File: src/rtl/pssc_pkg.sv
// ----------------------------------------------------------------------------
// Poisson scan score engine package
// Shared widths, codes, constants and the log2 unit handshake types.
// ----------------------------------------------------------------------------
package pssc_pkg;

   localparam int DEF_MAX_ROWS      = 16;
   localparam int DEF_MAX_LOCATIONS = 64;
   localparam int DEF_MAX_ZONES     = 64;
   localparam int DEF_MAX_MEMBERS   = 256;

   localparam int OP_W     = 2;
   localparam int ROW_W    = 4;
   localparam int LOC_W    = 6;
   localparam int CNT_W    = 16;
   localparam int BASE_W   = 40;
   localparam int ZONE_W   = 7;
   localparam int DUR_W    = 5;
   localparam int SCORE_W  = 48;
   localparam int RR_W     = 32;
   localparam int STATUS_W = 2;

   // stored cumulative count, and zone sums sized for the largest member list
   localparam int CCNT_W    = 20;
   localparam int SUM_C_W   = 36;
   localparam int SUM_B_W   = 56;
   localparam int Q_FRAC_W  = 16;

   localparam int LOG_IN_W   = 56;
   localparam int LOG_INT_W  = 6;
   localparam int LOG_FRAC_W = 32;
   localparam int LOG_W      = LOG_INT_W + LOG_FRAC_W;

   localparam int LND_W   = LOG_W + 1;
   localparam int C_SPLIT = SUM_C_W / 2;
   localparam int PP_W    = C_SPLIT + LND_W;
   localparam int PROD_W  = SUM_C_W + LND_W;
   localparam int T_W     = PROD_W - Q_FRAC_W + 1;

   localparam logic [31:0] LN2_Q32 = 32'hB172_17F7;
   localparam logic [CCNT_W-1:0]  COUNT_MAX = '1;
   localparam logic [SCORE_W-1:0] SCORE_MAX = '1;
   localparam logic [RR_W-1:0]    RR_MAX    = '1;
   localparam logic [RR_W-1:0]    RR_ONE    = 32'h0001_0000;

   localparam logic [OP_W-1:0] OP_CELL   = 2'd0;
   localparam logic [OP_W-1:0] OP_MEMBER = 2'd1;
   localparam logic [OP_W-1:0] OP_QUERY  = 2'd2;

   localparam logic [STATUS_W-1:0] STATUS_OK        = 2'd0;
   localparam logic [STATUS_W-1:0] STATUS_ZERO_BASE = 2'd1;
   localparam logic [STATUS_W-1:0] STATUS_NO_ZONE   = 2'd2;

   typedef struct packed {
      logic                start;
      logic [LOG_IN_W-1:0] operand;
   } log_req_type;

   typedef struct packed {
      logic             done;
      logic [LOG_W-1:0] value;
   } log_rsp_type;

   function automatic int addr_bits(input int depth);
      return (depth > 1) ? $clog2(depth) : 1;
   endfunction

endpackage

File: src/rtl/pssc_log2.sv
// ----------------------------------------------------------------------------
// Iterative log2 unit
// Q.32 log2 of a nonzero integer: normalize by shifting, then square the
// mantissa once per cycle to emit one fraction bit per cycle.
// ----------------------------------------------------------------------------
module pssc_log2 (
   input  logic                  clock,
   input  logic                  reset,
   input  pssc_pkg::log_req_type log_req,
   output pssc_pkg::log_rsp_type log_rsp
);
   import pssc_pkg::*;

   localparam int ITER_W = $clog2(LOG_FRAC_W);

   typedef enum logic [1:0] {L_IDLE, L_NORM, L_SQ} lstate_type;

   lstate_type              state_ff;
   logic [LOG_IN_W-1:0]     x_ff;
   logic [LOG_INT_W-1:0]    n_ff;
   logic [LOG_FRAC_W-1:0]   m_ff;
   logic [LOG_FRAC_W-1:0]   frac_ff;
   logic [ITER_W-1:0]       iter_ff;
   logic                    done_ff;
   logic [LOG_W-1:0]        value_ff;

   logic [2*LOG_FRAC_W-1:0] square_in;
   logic [LOG_FRAC_W:0]     scaled_in;
   logic [LOG_FRAC_W-1:0]   m_in;
   logic [LOG_FRAC_W-1:0]   frac_in;

   assign square_in = (2*LOG_FRAC_W)'(m_ff) * (2*LOG_FRAC_W)'(m_ff);
   assign scaled_in = square_in[2*LOG_FRAC_W-1:LOG_FRAC_W-1];
   assign m_in      = scaled_in[LOG_FRAC_W] ? scaled_in[LOG_FRAC_W:1]
                                            : scaled_in[LOG_FRAC_W-1:0];
   assign frac_in   = {frac_ff[LOG_FRAC_W-2:0], scaled_in[LOG_FRAC_W]};

   always_ff @(posedge clock) begin
      if (reset) begin
         state_ff <= L_IDLE;
         done_ff  <= 1'b0;
      end else begin
         done_ff <= (state_ff == L_SQ) && (iter_ff == ITER_W'(LOG_FRAC_W - 1));
         case (state_ff)
            L_IDLE: begin
               if (log_req.start) begin
                  x_ff     <= log_req.operand;
                  n_ff     <= LOG_INT_W'(LOG_IN_W - 1);
                  state_ff <= L_NORM;
               end
            end
            L_NORM: begin
               // shift the top set bit up to the MSB, a byte at a time when possible
               if (x_ff[LOG_IN_W-1 -: 8] == 8'd0) begin
                  x_ff <= {x_ff[LOG_IN_W-9:0], 8'd0};
                  n_ff <= n_ff - LOG_INT_W'(8);
               end else if (!x_ff[LOG_IN_W-1]) begin
                  x_ff <= {x_ff[LOG_IN_W-2:0], 1'b0};
                  n_ff <= n_ff - LOG_INT_W'(1);
               end else begin
                  m_ff     <= x_ff[LOG_IN_W-1 -: LOG_FRAC_W];
                  frac_ff  <= '0;
                  iter_ff  <= '0;
                  state_ff <= L_SQ;
               end
            end
            L_SQ: begin
               m_ff    <= m_in;
               frac_ff <= frac_in;
               iter_ff <= iter_ff + ITER_W'(1);
               if (iter_ff == ITER_W'(LOG_FRAC_W - 1)) begin
                  value_ff <= {n_ff, frac_in};
                  state_ff <= L_IDLE;
               end
            end
            default: state_ff <= L_IDLE;
         endcase
      end
   end

   assign log_rsp.done  = done_ff;
   assign log_rsp.value = value_ff;

endmodule

File: config.mk
export PLATFORM = sky130hd
export DESIGN_NAME = pssc_log2
export DESIGN_NICKNAME = d
export VERILOG_FILES = /design/src/rtl/pssc_pkg.sv /design/src/rtl/pssc_log2.sv
export SDC_FILE = /design/constraint.sdc
export NUM_CORES = 2
export LEC_CHECK = 0
export BUFFER_PORTS_ARGS = -buffer_cell sky130_fd_sc_hd__clkbuf_2
export CORE_ASPECT_RATIO = 1.75
export CORE_UTILIZATION = 42
export CTS_BUF_LIST = sky130_fd_sc_hd__clkbuf_2
export CTS_CLUSTER_DIAMETER = 30
export DETAILED_ROUTE_END_ITERATION = 8
export HOLD_SLACK_MARGIN = 0.1
export SYNTH_ARGS = -nofsm -noshare
export SYNTH_HDL_FRONTEND = slang
export SYNTH_SLANG_ARGS = --single-unit
File: constraint.sdc
create_clock -name clock -period 16.7 [get_ports clock]
set_input_delay 3.34 -clock clock [delete_from_list [all_inputs] [get_ports clock]]
set_output_delay 3.34 -clock clock [all_outputs]
set_load 0.005 [all_outputs]
# Word level (Yosys, flattened, before mapping)

Cells that the tools add are included.

Word-level logic and storage cells: 55
Bits in registers: 171
Input bits: 59
Output and inout bits: 39

Mux-type cells: 23
Multipliers: 1
Reduce and logical (&&, ||, !) cells: 10
$add $sub $neg: 3
Bitwise operators: 1
Eq/ne operators: 8

Operators by type and width:

| cell                                                | count |
|---|---|
| 2-to-1 mux 56 bit                                   | 3 |
| case mux 56 bit (2 select lines)                    | 1 |
| 2-to-1 mux 32 bit                                   | 3 |
| multiplier 32 x 32 -> 64 bit                        | 1 |
| case mux 32 bit (2 select lines)                    | 1 |
| 2-to-1 mux 31 bit                                   | 2 |
| case mux 31 bit (2 select lines)                    | 1 |
| 2-to-1 mux 6 bit                                    | 3 |
| case mux 6 bit (2 select lines)                     | 1 |
| AND reduction 4 bit                                 | 3 |
| 2-to-1 mux 5 bit                                    | 2 |
| case mux 5 bit (2 select lines)                     | 1 |
| zero test 8 bit                                     | 1 |
| 2-to-1 mux 2 bit                                    | 4 |
| inequality test 2 bit, second input constant        | 3 |
| case mux 2 bit (3 select lines)                     | 1 |
| AND reduction 3 bit                                 | 2 |
| subtractor 6 x 1 -> 6 bit, second input constant    | 1 |
| subtractor 6 x 4 -> 6 bit, second input constant    | 1 |
| adder 5 x 1 -> 5 bit, second input constant         | 1 |
| equality test 5 bit, second input constant          | 1 |
| nonzero test 2 bit                                  | 2 |
| inequality test 3 bit, second input constant        | 1 |
| equality test 2 x 1 -> 1 bit, second input constant | 1 |
| other kinds (5)                                     | 5 |

# Longest topological paths before layout

Depth after elaboration: 4
Mapped depth: 31
Depth with buffers taken out: 28

# Least setup slack after synthesis

OpenSTA, ideal clock, no wires.

Path kind: input to register
From: input reset
To: register frac_ff[0] (enable)
Setup time: 0.593 ns
Buffers on the path: 0
Slack: 7.777 ns
Arrival time: 8.330 ns
Cell stages on the path: 1
Data required time: 16.107 ns
Cells stage by stage: nor3b_1

Word-level cells in the longest chain between the ends: 2

RTL lines:

| what                                 | RTL line        | source |
|---|---|---|
| start: declaration                   | pssc_log2.sv:8  | `input logic reset,` |
| inverter 1 bit (no source line)      | --              |  |
| AND reduction 4 bit (no source line) | --              |  |
| end signal: assignment               | pssc_log2.sv:69 | `frac_ff <= frac_in;` |
| end: declaration                     | pssc_log2.sv:22 | `logic [LOG_FRAC_W-1:0] frac_ff;` |

No other way between the ends.
A chain may end at the register's enable or synchronous reset.

# Final worst setup path

From: register m_ff[6]
To: register m_ff[31] (data pin)

Word-level cells in the longest chain between the ends: 3

RTL lines:

| what                             | RTL line        | source |
|---|---|---|
| start: declaration               | pssc_log2.sv:21 | `logic [LOG_FRAC_W-1:0] m_ff;` |
| start signal: assignment         | pssc_log2.sv:61 | `m_ff <= x_ff[LOG_IN_W-1 -: LOG_FRAC_W];` |
| start signal: assignment         | pssc_log2.sv:68 | `m_ff <= m_in;` |
| multiplier 32 x 32 -> 64 bit     | pssc_log2.sv:32 | `assign square_in = (2*LOG_FRAC_W)'(m_ff) * (2*LOG_FRAC_W)'(m_ff);` |
| via square_in[63]                | pssc_log2.sv:27 | `logic [2*LOG_FRAC_W-1:0] square_in;` |
| 2-to-1 mux 32 bit                | pssc_log2.sv:34 | `assign m_in = scaled_in[LOG_FRAC_W] ? scaled_in[LOG_FRAC_W:1]` |
| case mux 32 bit (2 select lines) | pssc_log2.sv:44 | `case (state_ff)` |

The timed path passes the listed nets, and every way through them passes these cells.

==> results.py <==
metrics = {
    "grt": {
        "grt_first_pass_wirelength_mm": 162.7,
        "grt_use_met3_pct": 2.433,
        "overflow": 0,
        "grt_usage_pct": 24.50,
        "grt_pass1_vias": 29529,
        "grt_max_degree": 91,
        "met2_usage_pct": 47.15,
        "antenna_found_initial": 1,
        "gr-usage-met1_pct": 24.17,
        "top_usage_layer": "met2",
    },
    "setup_path": {
        "crit_type": "register to register",
        "arrival_ps": 10530,
        "cp_common_cell": "fa_1",
        "endpoint_kind": "register",
        "max_stage_delay_ps": 590,
        "critPathRequiredTime_ps": 17240,
        "cp_max_fo": 32,
        "critPathSlowestCell": "fa_1",
        "path_buf_inv": 6,
        "path_delay_family": "adder cells",
        "startpoint_type": "register",
    },
    "logic_synthesis": {
        "synth_ff_type": "edfxtp_1",
        "yosysTopAreaCellShare_pct": 43.05,
        "synth_edf_count": 168,
        "synth.most_common_cell": "inv_1",
        "syn_inst": 3785,
        "synthAdderAreaFrac_pct": 53.53,
        "synth_nets": 4943,
        "synth_simple_gate_area_share_pct": 11.93,
        "synth_compound_area_share_pct": 6.062,
        "ys_top_cells_by_count": "992 x inv_1, 791 x fa_1, 309 x nand2_1",
        "muxShareOfSynthArea_pct": 0.8505,
        "syn-cell-area_um2": 36780,
        "syn_area_per_cell_um2": 9.717,
        "ys_warn_count": 0,
        "postSynth.asyncResetShare_pct": 0,
        "synth.distinct_cells": 71,
        "yosysSeqAreaShare_pct": 13.88,
        "synthXorXnorAreaFrac_pct": 1.953,
        "synth_top_family_by_area": "adder cells",
        "synth-seq-cells": 171,
        "synth_top_area_cell": "fa_1",
        "synth_area_leaders": "fa_1 43%, edfxtp_1 14%, ha_1 10%, inv_1 10%, and2_1 4.5%",
    },
    "clock_network": {
        "numCtsBuffers": 25,
        "clk_latency_ps": 800,
        "cts_resized": 0,
        "cts_setup_buffers": 0,
        "cts.clk_slew.worst_paths_ps": 240,
        "htree_levels": 4,
        "clk_path_buf_depth": 3,
        "cts_tree": "built",
        "postCtsHoldBufs": 0,
        "cts_num_sinks": 171,
        "clockRootBuffer": "clkbuf_2",
    },
    "cells_and_area": {
        "multi_input_area_um2": 27390,
        "fin_cells": 4963,
        "fillers": 8467,
        "syn2layout_area_growth_pct": 5.283,
        "layout-drive-gt1-share_pct": 5.313,
        "seq_area_um2": 5105,
        "nets": 4954,
    },
    "detailed_routing": {
        "drt_pass1_iterations": 6,
        "num_vias": 25851,
        "wl_per_cell_um": 20.77,
        "routed_via_density": 5.209,
        "drt_iter0_markers": 1069,
        "route.detailed.drc": 0,
        "wl_mm": 103.1,
        "ant_nets": 0,
    },
    "sta": {
        "fmax_ghz": 0.1001,
        "period_minus_slack_ps": 9990,
        "tns_ps": 0,
        "fin_crit_sh_pct": 59.82,
        "finClkSkew_ps": 102.8,
        "hold_violations": 0,
        "rsz0062_at_grt": "no",
        "timing.hold.ws_ps": 399.6,
        "final-setup-viol-count": 0,
        "worst_pin_slew_ps": 1162,
        "max-slew-margin-rel_pct": 22.31,
        "slew_violations": 0,
        "fin_ws_ps": 6710,
    },
    "floorplan": {
        "die_y_um": 393.5,
        "start_util_pct": 42.38,
        "top_level_ports": 98,
        "rows": 143,
        "die_x_um": 225.7,
        "design.core.area_um2": 86780,
        "die_area_um2": 88800,
    },
    "place": {
        "placed_cells": 4929,
        "gp_congestion": 0.9270,
        "port_buffers": 97,
        "hpwl_mm": 82.12,
        "pre_cts_ws_ps": 6850,
    },
    "run_status": {
        "outcome": "finished clean",
    },
    "worst_hold_path": {
        "hp-class": "register to register",
    },
    "run": {
        "drv_cap": 0,
    },
}
worst reg2reg max path, cell delays in order (launching register included):
cell and delay [ps]:
edfxtp_1 400, buf_4 480, inv_1 370, nor2_1 530
fa_1 580, fa_1 510, fa_1 520, inv_1 50
fa_1 480, inv_1 60, fa_1 490, fa_1 590
fa_1 430, fa_1 450, ha_1 530, nand4_1 170
nor4_1 430, nand3_1 150, o311ai_2 490, o21bai_1 260
a2111o_1 470, and4_4 200, nor3_4 140, buf_4 440
inv_2 170, or3_1 360
state kept, by name (all words and copies together) (netlist names):
register / count
n_ff: 6
x_ff: 56
frac_ff: 31
state_ff: 2
m_ff: 32
done_ff: 1
iter_ff: 5
value_ff: 38
layout by cell type (no fill, tap or decap), types with 4 or more instances in the layout:
cell type / instances
a211oi_1: 7
a21boi_0: 5
a21o_1: 32
a21oi_1: 194
a31o_2: 11
a31oi_1: 17
a41o_1: 4
and2_1: 266
and3_1: 11
buf_4: 42
clkbuf_2: 122
clkinv_1: 4
edfxtp_1: 168
fa_1: 791
ha_1: 306
inv_1: 992
mux2i_1: 29
nand2_1: 309
nand3_1: 32
nand4_1: 14
nor2_1: 147
nor2b_1: 16
nor3_1: 10
nor3b_1: 41
nor4_1: 5
o211ai_1: 5
o21ai_0: 55
o21bai_1: 7
or2_2: 6
or3_1: 4
xnor2_1: 43
xor2_1: 39
worst paths after layout:
path / end / depth (start not counted) / from / slack [ps]
worst max-delay path: m_ff[31] / 25 / m_ff[6] / 6710
worst min-delay path: value_ff[9] / 0 / frac_ff[8] / 400
worst max register to register: m_ff[31] / 25 / m_ff[6] / 6710
worst min register to register: value_ff[9] / 0 / frac_ff[8] / 400
through the flow:
| step | utilization (%) | cell area (um^2) |
|---|---|---|
| floorplan | - | 36780 |
| global placement | 44.34 | 38480 |
| detailed placement | 44.34 | 38480 |
| CTS | 44.62 | 38720 |
| global route | 44.62 | 38720 |
| finish | 44.62 | 38720 |
layer usage:
layer | part of all wire [%] | up-vias
li1 | - | 11465
met1 | 32 | 13250
met2 | 56 | 766
met3 | 3.8 | 370
met4 | 8.0 | 0
met5 | 0 | -
area by class of cell:
type                       instances  share of cell area [%]
antenna                            1                0.006462
timing repair buffer             139                   2.068
tap                             1160                   3.748
inverter                         995                   9.645
clock inverter                     8                  0.3037
sequential                       171                   13.18
clock buffer                      25                  0.3231
multi-input combinational       2464                   70.72
kinds of logic (layout without fill, tap and decap cells):
logic type / count (synthesis) / in the layout
buf+inv: 1150 / 1167
fa+ha+maj: 1099 / 1099
simple gates: 879 / 879
compound gates: 373 / 373
flops: 171 / 171
xor+xnor: 82 / 82
mux: 31 / 31
other cells: 0 / 1
Power is not shown: default switching activity piles up to over one toggle a cycle in this logic, so the estimate is an artifact.
